File: src/rtl/core/bdpc_pkg.sv
// Shared types, constants and defaults of the button debounce and press classifier.
`default_nettype none
package bdpc_pkg;

  localparam int unsigned TimeWidth       = 32;
  localparam int unsigned MsRegWidth      = 16;
  localparam int unsigned PinCount        = 3;
  localparam int unsigned EventWidth      = 2;
  localparam int unsigned CfgIndexWidth   = 2;
  localparam int unsigned CfgDataWidth    = 16;
  localparam int unsigned DefButtonCount  = 3;

  typedef logic [TimeWidth-1:0]  time_ms_t;
  typedef logic [MsRegWidth-1:0] ms_reg_t;
  typedef logic [EventWidth-1:0] btn_event_t;

  localparam btn_event_t EV_NONE    = 2'd0;
  localparam btn_event_t EV_PRESSED = 2'd1;
  localparam btn_event_t EV_SHORT   = 2'd2;
  localparam btn_event_t EV_LONG    = 2'd3;

  localparam logic [CfgIndexWidth-1:0] CFG_DEBOUNCE_MS  = 2'd0;
  localparam logic [CfgIndexWidth-1:0] CFG_HOLD_MS      = 2'd1;
  localparam logic [CfgIndexWidth-1:0] CFG_RELEASE_MASK = 2'd2;
  localparam logic [CfgIndexWidth-1:0] CFG_ACTIVE_LOW   = 2'd3;

  localparam ms_reg_t              RstDebounceMs  = 16'd20;
  localparam ms_reg_t              RstHoldMs      = 16'd1000;
  localparam logic [PinCount-1:0]  RstReleaseMask = 3'b010;
  localparam logic                 RstActiveLow   = 1'b1;

  // Settings every button cell sees.
  typedef struct packed {
    ms_reg_t debounce_ms;
    ms_reg_t hold_ms;
    logic    active_low;
  } btn_cfg_t;

endpackage
`default_nettype wire

File: src/rtl/core/bdpc_if.sv
// Valid/ready channel interfaces for poll items and event results.
`default_nettype none
interface bdpc_poll_if;
  import bdpc_pkg::*;
  logic                valid;
  logic                ready;
  time_ms_t            now_ms;
  logic [PinCount-1:0] raw_levels;

  modport source (output valid, output now_ms, output raw_levels, input ready);
  modport sink (input valid, input now_ms, input raw_levels, output ready);
endinterface

interface bdpc_event_if;
  import bdpc_pkg::*;
  logic       valid;
  logic       ready;
  btn_event_t button0_event;
  btn_event_t button1_event;
  btn_event_t button2_event;

  modport source (output valid, output button0_event, output button1_event,
                  output button2_event, input ready);
  modport sink (input valid, input button0_event, input button1_event,
                input button2_event, output ready);
endinterface
`default_nettype wire

File: src/rtl/core/button_debounce_press_classifier_core.sv
// Top level of the button debounce and press classifier.
//
// Each poll transaction carries a millisecond timestamp and the raw pin levels of
// three buttons and yields exactly one result transaction with an event code per
// button. A poll is captured in an input register, all buttons are evaluated side
// by side from that register and the codes land in a result register, so one poll
// is taken every cycle when the result side does not stall. The per-button state
// update, a pair of 32-bit subtract-and-compare paths, is what sets the cycle
// time. Configuration registers may only be written while no poll is in flight.
`default_nettype none
module button_debounce_press_classifier_core #(
  parameter int unsigned BUTTON_COUNT = bdpc_pkg::DefButtonCount
) (
  input  wire logic                            clk,
  input  wire logic                            rst,
  bdpc_poll_if.sink                            poll,
  bdpc_event_if.source                         events,
  input  wire logic                            cfg_we,
  input  wire logic [bdpc_pkg::CfgIndexWidth-1:0] cfg_index,
  input  wire logic [bdpc_pkg::CfgDataWidth-1:0]  cfg_data
);
  import bdpc_pkg::*;

  ms_reg_t             debounce_ms;
  ms_reg_t             hold_ms;
  logic [PinCount-1:0] release_mode_mask;
  logic                active_low;
  btn_cfg_t            cfg;

  logic                in_valid;
  time_ms_t            in_now;
  logic [PinCount-1:0] in_levels;

  logic                out_valid;
  btn_event_t          out_ev [PinCount];

  logic                advance;
  btn_event_t          cell_ev [BUTTON_COUNT];
  btn_event_t          field_ev [PinCount];

  always_ff @(posedge clk) begin
    if (rst) begin
      debounce_ms       <= RstDebounceMs;
      hold_ms           <= RstHoldMs;
      release_mode_mask <= RstReleaseMask;
      active_low        <= RstActiveLow;
    end else if (cfg_we) begin
      unique case (cfg_index)
        CFG_DEBOUNCE_MS:  debounce_ms       <= cfg_data;
        CFG_HOLD_MS:      hold_ms           <= cfg_data;
        CFG_RELEASE_MASK: release_mode_mask <= cfg_data[PinCount-1:0];
        CFG_ACTIVE_LOW:   active_low        <= cfg_data[0];
        default: ;
      endcase
    end
  end

  assign cfg = '{debounce_ms: debounce_ms, hold_ms: hold_ms, active_low: active_low};

  // The input register moves on whenever the result register is free or being drained.
  assign advance    = in_valid && (!out_valid || events.ready);
  assign poll.ready = !in_valid || advance;

  always_ff @(posedge clk) begin
    if (rst) begin
      in_valid <= 1'b0;
    end else if (poll.ready) begin
      in_valid <= poll.valid;
    end
  end

  always_ff @(posedge clk) begin
    if (poll.valid && poll.ready) begin
      in_now    <= poll.now_ms;
      in_levels <= poll.raw_levels;
    end
  end

  for (genvar i = 0; i < BUTTON_COUNT; i++) begin : g_btn
    logic level;
    logic on_release;
    if (i < PinCount) begin : g_pin
      assign level      = in_levels[i];
      assign on_release = release_mode_mask[i];
    end else begin : g_nopin
      // Buttons past the pins see a low pin level and classify on press.
      assign level      = 1'b0;
      assign on_release = 1'b0;
    end
    bdpc_button u_button (
      .clk        (clk),
      .rst        (rst),
      .step       (advance),
      .now_ms     (in_now),
      .level      (level),
      .on_release (on_release),
      .cfg        (cfg),
      .btn_event  (cell_ev[i])
    );
  end

  for (genvar i = 0; i < PinCount; i++) begin : g_field
    if (i < BUTTON_COUNT) begin : g_live
      assign field_ev[i] = cell_ev[i];
    end else begin : g_absent
      assign field_ev[i] = EV_NONE;
    end
  end

  always_ff @(posedge clk) begin
    if (rst) begin
      out_valid <= 1'b0;
    end else if (advance) begin
      out_valid <= 1'b1;
    end else if (events.ready) begin
      out_valid <= 1'b0;
    end
  end

  always_ff @(posedge clk) begin
    if (advance) begin
      out_ev <= field_ev;
    end
  end

  assign events.valid         = out_valid;
  assign events.button0_event = out_ev[0];
  assign events.button1_event = out_ev[1];
  assign events.button2_event = out_ev[2];

endmodule
`default_nettype wire

File: src/rtl/core/bdpc_button.sv
// Debounce and press classification state of a single button.
`default_nettype none
module bdpc_button (
  input  wire logic               clk,
  input  wire logic               rst,
  input  wire logic               step,
  input  wire bdpc_pkg::time_ms_t now_ms,
  input  wire logic               level,
  input  wire logic               on_release,
  input  wire bdpc_pkg::btn_cfg_t cfg,
  output bdpc_pkg::btn_event_t    btn_event
);
  import bdpc_pkg::*;

  logic     last_sample;
  logic     stable_level;
  time_ms_t edge_time;
  time_ms_t press_start_time;

  logic     pressed;
  logic     changed;
  time_ms_t edge_time_next;
  time_ms_t since_edge;
  time_ms_t press_len;
  logic     settled;
  logic     take;

  assign pressed        = cfg.active_low ? ~level : level;
  assign changed        = pressed != last_sample;
  assign edge_time_next = changed ? now_ms : edge_time;
  assign since_edge     = now_ms - edge_time_next;
  assign press_len      = now_ms - press_start_time;
  // A fresh change gives zero elapsed time, so only a zero debounce accepts it at once.
  assign settled = since_edge >= {{(TimeWidth-MsRegWidth){1'b0}}, cfg.debounce_ms};
  assign take    = settled && (stable_level != pressed);

  always_comb begin
    btn_event = EV_NONE;
    if (take) begin
      if (pressed) begin
        btn_event = on_release ? EV_NONE : EV_PRESSED;
      end else if (on_release) begin
        btn_event = (press_len >= {{(TimeWidth-MsRegWidth){1'b0}}, cfg.hold_ms})
                    ? EV_LONG : EV_SHORT;
      end
    end
  end

  always_ff @(posedge clk) begin
    if (rst) begin
      last_sample      <= 1'b0;
      stable_level     <= 1'b0;
      edge_time        <= '0;
      press_start_time <= '0;
    end else if (step) begin
      last_sample <= pressed;
      edge_time   <= edge_time_next;
      if (take) begin
        stable_level <= pressed;
        if (pressed) begin
          press_start_time <= now_ms;
        end
      end
    end
  end

endmodule
`default_nettype wire

File: src/flat_wrapper.sv
// flat-port wrapper written by rule: the top's interface ports become plain ports
module button_debounce_press_classifier_core_flat import bdpc_pkg::*;
#(
  parameter int unsigned BUTTON_COUNT = bdpc_pkg::DefButtonCount
)
  (clk, rst, cfg_we, cfg_index, cfg_data, poll_valid, poll_now_ms, poll_raw_levels, poll_ready, events_valid, events_button0_event, events_button1_event, events_button2_event, events_ready);
  bdpc_poll_if poll_i ();
  bdpc_event_if events_i ();
  input  wire logic clk;
  input  wire logic rst;
  input  wire logic cfg_we;
  input  wire logic [bdpc_pkg::CfgIndexWidth-1:0] cfg_index;
  input  wire logic [bdpc_pkg::CfgDataWidth-1:0] cfg_data;
  input wire logic [$bits(poll_i.valid)-1:0] poll_valid;
  input wire logic [$bits(poll_i.now_ms)-1:0] poll_now_ms;
  input wire logic [$bits(poll_i.raw_levels)-1:0] poll_raw_levels;
  output wire logic [$bits(poll_i.ready)-1:0] poll_ready;
  output wire logic [$bits(events_i.valid)-1:0] events_valid;
  output wire logic [$bits(events_i.button0_event)-1:0] events_button0_event;
  output wire logic [$bits(events_i.button1_event)-1:0] events_button1_event;
  output wire logic [$bits(events_i.button2_event)-1:0] events_button2_event;
  input wire logic [$bits(events_i.ready)-1:0] events_ready;
  assign poll_i.valid = poll_valid;
  assign poll_i.now_ms = poll_now_ms;
  assign poll_i.raw_levels = poll_raw_levels;
  assign poll_ready = poll_i.ready;
  assign events_valid = events_i.valid;
  assign events_button0_event = events_i.button0_event;
  assign events_button1_event = events_i.button1_event;
  assign events_button2_event = events_i.button2_event;
  assign events_i.ready = events_ready;
  button_debounce_press_classifier_core #(.BUTTON_COUNT(BUTTON_COUNT)) u_core (.clk(clk), .rst(rst), .poll(poll_i), .events(events_i), .cfg_we(cfg_we), .cfg_index(cfg_index), .cfg_data(cfg_data));
endmodule
File: config.mk
export PLATFORM = sky130hd
export DESIGN_NAME = button_debounce_press_classifier_core_flat
export DESIGN_NICKNAME = d
export VERILOG_FILES = /design/src/rtl/core/bdpc_pkg.sv /design/src/rtl/core/bdpc_if.sv /design/src/rtl/core/button_debounce_press_classifier_core.sv /design/src/rtl/core/bdpc_button.sv /design/src/flat_wrapper.sv
export SDC_FILE = /design/constraint.sdc
export NUM_CORES = 1
export LEC_CHECK = 0
export ABC_AREA = 1
export BUFFER_PORTS_ARGS = -buffer_cell sky130_fd_sc_hd__buf_4
export CORE_AREA = 2 2 276 278
export CTS_BUF_LIST = sky130_fd_sc_hd__clkbuf_2 sky130_fd_sc_hd__clkbuf_4 sky130_fd_sc_hd__clkbuf_8
export DETAILED_ROUTE_END_ITERATION = 8
export DIE_AREA = 0 0 278 280
export HOLD_SLACK_MARGIN = 0.03
export SLEW_MARGIN = 20
export SYNTH_ARGS = -nofsm -noshare
export SYNTH_HDL_FRONTEND = slang
export SYNTH_SLANG_ARGS = --single-unit
File: constraint.sdc
create_clock -name clk -period 10.05 [get_ports clk]
set_input_delay 0.5025 -clock clk [delete_from_list [all_inputs] [get_ports clk]]
set_output_delay 0.5025 -clock clk [all_outputs]
set_load 0.02 [all_outputs]
==> results.txt <==
CP Capture Type: flop
Layout area overhead: 11.9%
dpl ws: 4.42 ns
CTS buffer count: 56
post-synth top area share: 18.2%
Post-Synthesis Cells: 4126
Final Max Tran Viols: 0
Max Cap Viol: 0
final net count: 4530
CTS Buffer Depth: 3
Switching Share: 39.8%
Yosys top cell by area: dfxtp_1
Highest Signal Layer: met4
Final Setup Violations: 0
Total Routing Usage GR: 22.1%
sequential area share after synthesis: 22.9%
Max Clock Freq: 174 MHz
Placed Instances: 5098
clk slew on worst S/H paths: 0.06 ns
largest net degree at the start of global routing: 102
most numerous cell on the critical path: nand2_1
Vias/cell: 5.08
routability congestion estimate: 0.960
initial antenna violation count: 1
asr flop ratio synth: 0%
CP arrival: 6.29 ns
Avg Cell Area, Syn: 6.30 um2
status: complete, no violations
Top delay family on crit path: simple AND/OR/NAND/NOR gates
combinational share of power: 40.5%
synth unique cells: 58
layout cells sized above 1: 7.25%
final period demand of the worst path: 5.75 ns
fin worst setup slack: 4.30 ns
WS Path Type: flop to flop
H-tree levels: 2
Clock Latency Late Sink: 0.68 ns
power density over cell area: 153 nW/um2
CP bufs+invs: 4
wire per inst: 16.7 um
post-layout util: 38.7%
Port Buffers: 65
Non-Filler Instances: 5241
Synth Register Bits: 277
RSZ-0062 raised after global routing: no
std cell rows: 101
io pins: 66
drt initial violations: 1572
Detailed Place HPWL: 67600 um
CORE AREA: 75200 um2
final WL: 87800 um
Slew @ Worst Pin: 1.08 ns
Die H: 280 um
part of the power in the clock network: 31.8%
met2 wire len: 42700 um
ANT nets after route: 0
Critical Path RT: 10.59 ns
Net Switching: 1.78 mW
Slowest cell on crit path: dfxtp_1
Int Pwr: 2.68 mW
first-pass GRT wire length: 136000 um
IR Drop Worst-Case VDD: 0.000176 V
Initial Util: 34.6%
Pre-antenna DRT Iters: 6
vias in the first global route: 25300
most common cell after layout, fill and taps aside: nand2_1
maximum fanout along the worst path: 65
Slew HR: 27.8%
Yosys warnings: 0
Reg power frac: 27.7%
die width: 278 um
most frequent cells in the layout: nand2_1 (1102), inv_1 (597), nor2_1 (478), a21oi_1 (321), o21ai_0 (253)
met3 wire length: 3950 um
M1 WL: 37700 um
Remaining Overflow, GRT: 0
Clock Sinks: 277
Startpoint Class: flop
Min-Delay Path Class: input pin to flop
Top FF cell, synth: dfxtp_1
Syn Nets: 4439
number of synthesized flops with an enable pin: 41
DR DRC count: 0
final hold vios: 0
crit-path max cell delay: 0.53 ns
fin crit share: 57.2%
number of gates resized after cts: 0
post-synth design cell area: 26000 um2
CTS tree: done
Clock Skews: 0.0507 ns
Clk Tree Root Cell: clkbuf_8
setup TNS: 0 ns
Leakage Power: 14.6 nW
Vias: 26600
Area contributors post-synth: dfxtp_1 (18%), nand2_1 (16%), ha_1 (12%)
die area: 77800 um2
## routing by layer
layer / vias up / global-route usage [%]
met4: 0 / 8.51
met3: 174 / 2.50
met5: - / 0
met1: 12200 / 26.6
met2: 615 / 40.2
li1: 13600 / -
## layout make-up
cell class                 count  area, um2
antenna                        1       2.50
timing repair buffer         138       1130
clock buffer                  78       1000
sequential                   277       5960
tap                          978       1220
inverter                     621       2340
multi-input combinational   3123      17100
clock inverter                25        328
fill                        8128      46100
## path summary, 6_finish.rpt
kind                                                       from                                                          to  slack, ns  cells past startpoint
max reg2reg                      u_core.active_low$_SDFFE_PP1P_  u_core.g_btn[0].u_button.press_start_time[24]$_SDFFE_PP0P_       4.30                     30
max                              u_core.active_low$_SDFFE_PP1P_  u_core.g_btn[0].u_button.press_start_time[24]$_SDFFE_PP0P_       4.30                     30
min                                                 cfg_data[6]                              u_core.hold_ms[6]$_SDFFE_PP1P_       0.09                      3
min reg2reg  u_core.g_btn[2].u_button.edge_time[3]$_SDFFE_PP0P_          u_core.g_btn[2].u_button.edge_time[3]$_SDFFE_PP0P_       0.48                      2
## stage by stage
step / total power, mW / cell area [um2] / hold WS [ns]
6_report: 4.46 / 29100 / 0.0889
5_1_grt: 4.79 / 29100 / 0.0539
4_1_cts: 4.48 / 29100 / 0.0309
3_5_place_dp: 3.03 / 27400 / 0.463
3_3_place_gp: 3.02 / 27400 / 0.458
2_1_floorplan: 2.58 / 26000 / 0.445
## registers in the layout (all words and copies together) (netlist names)
signal	count
u_core.g_btn.u_button.stable_level	3
u_core.in_levels	3
u_core.events.button2_event	2
u_core.g_btn.u_button.press_start_time	96
u_core.debounce_ms	16
u_core.in_now	32
u_core.events.valid	1
u_core.g_btn.u_button.edge_time	96
u_core.events.button0_event	2
u_core.g_btn.u_button.last_sample	3
u_core.in_valid	1
u_core.release_mode_mask	3
u_core.hold_ms	16
u_core.active_low	1
u_core.events.button1_event	2
## synthesized netlist by cell type (4+ instances only)
cell type / count
xnor2_1: 59
nand2_2: 27
buf_1: 11
nor4_1: 9
nand3b_1: 11
edfxtp_1: 41
a31oi_1: 13
dfxtp_1: 236
inv_1: 599
a211oi_1: 18
xor2_1: 76
nor2_1: 478
clkbuf_1: 54
nand3_1: 161
o21a_1: 10
buf_2: 12
o21ai_0: 253
nor3_1: 37
a21o_1: 8
nand4_1: 57
ha_1: 252
and2_1: 5
nand2_4: 5
o221ai_1: 4
nand3_2: 29
buf_4: 5
a21boi_0: 11
inv_2: 19
o211ai_1: 68
o21bai_1: 11
o21ai_1: 14
a21oi_1: 321
mux2i_1: 39
nor2_2: 14
buf_6: 23
nand2_1: 1103
## tightest hold or removal path, cell delays in order
cell and delay [ns]:
buf_4 0.10, nand2_1 0.05, o211ai_1 0.07
## power by group through the flow
stage | registers, mW | logic, mW | clock network (mW)
after global routing | 1.24 | 2.05 | 1.50
final | 1.23 | 1.81 | 1.42
after floorplan | 1.25 | 1.33 | 0
after global placement | 1.25 | 1.76 | 0
after CTS | 1.23 | 1.79 | 1.46
after detailed placement | 1.26 | 1.77 | 0
## cells by family (layout without fill, tap and decap cells)
kind of cell | count (synthesis) | count (layout) | share of synthesized area [%]
and+or+nand+nor | 1947 | 1947 | 31.4
AOI/OAI and AO/OA | 747 | 747 | 16.0
buffers and inverters | 726 | 862 | 11.3
DFF | 277 | 277 | 22.9
adders and majority gates | 255 | 255 | 12.4
xor gates and xnor gates | 135 | 135 | 4.55
muxes | 39 | 39 | 1.50
other | 0 | 1 | 0
## what timing repair did
item	CTS	global route
buffers inserted	0	0
hold buffers	39	0
hold endpoints to repair	39	0
Note: power is estimated with default switching activity, not from simulation.
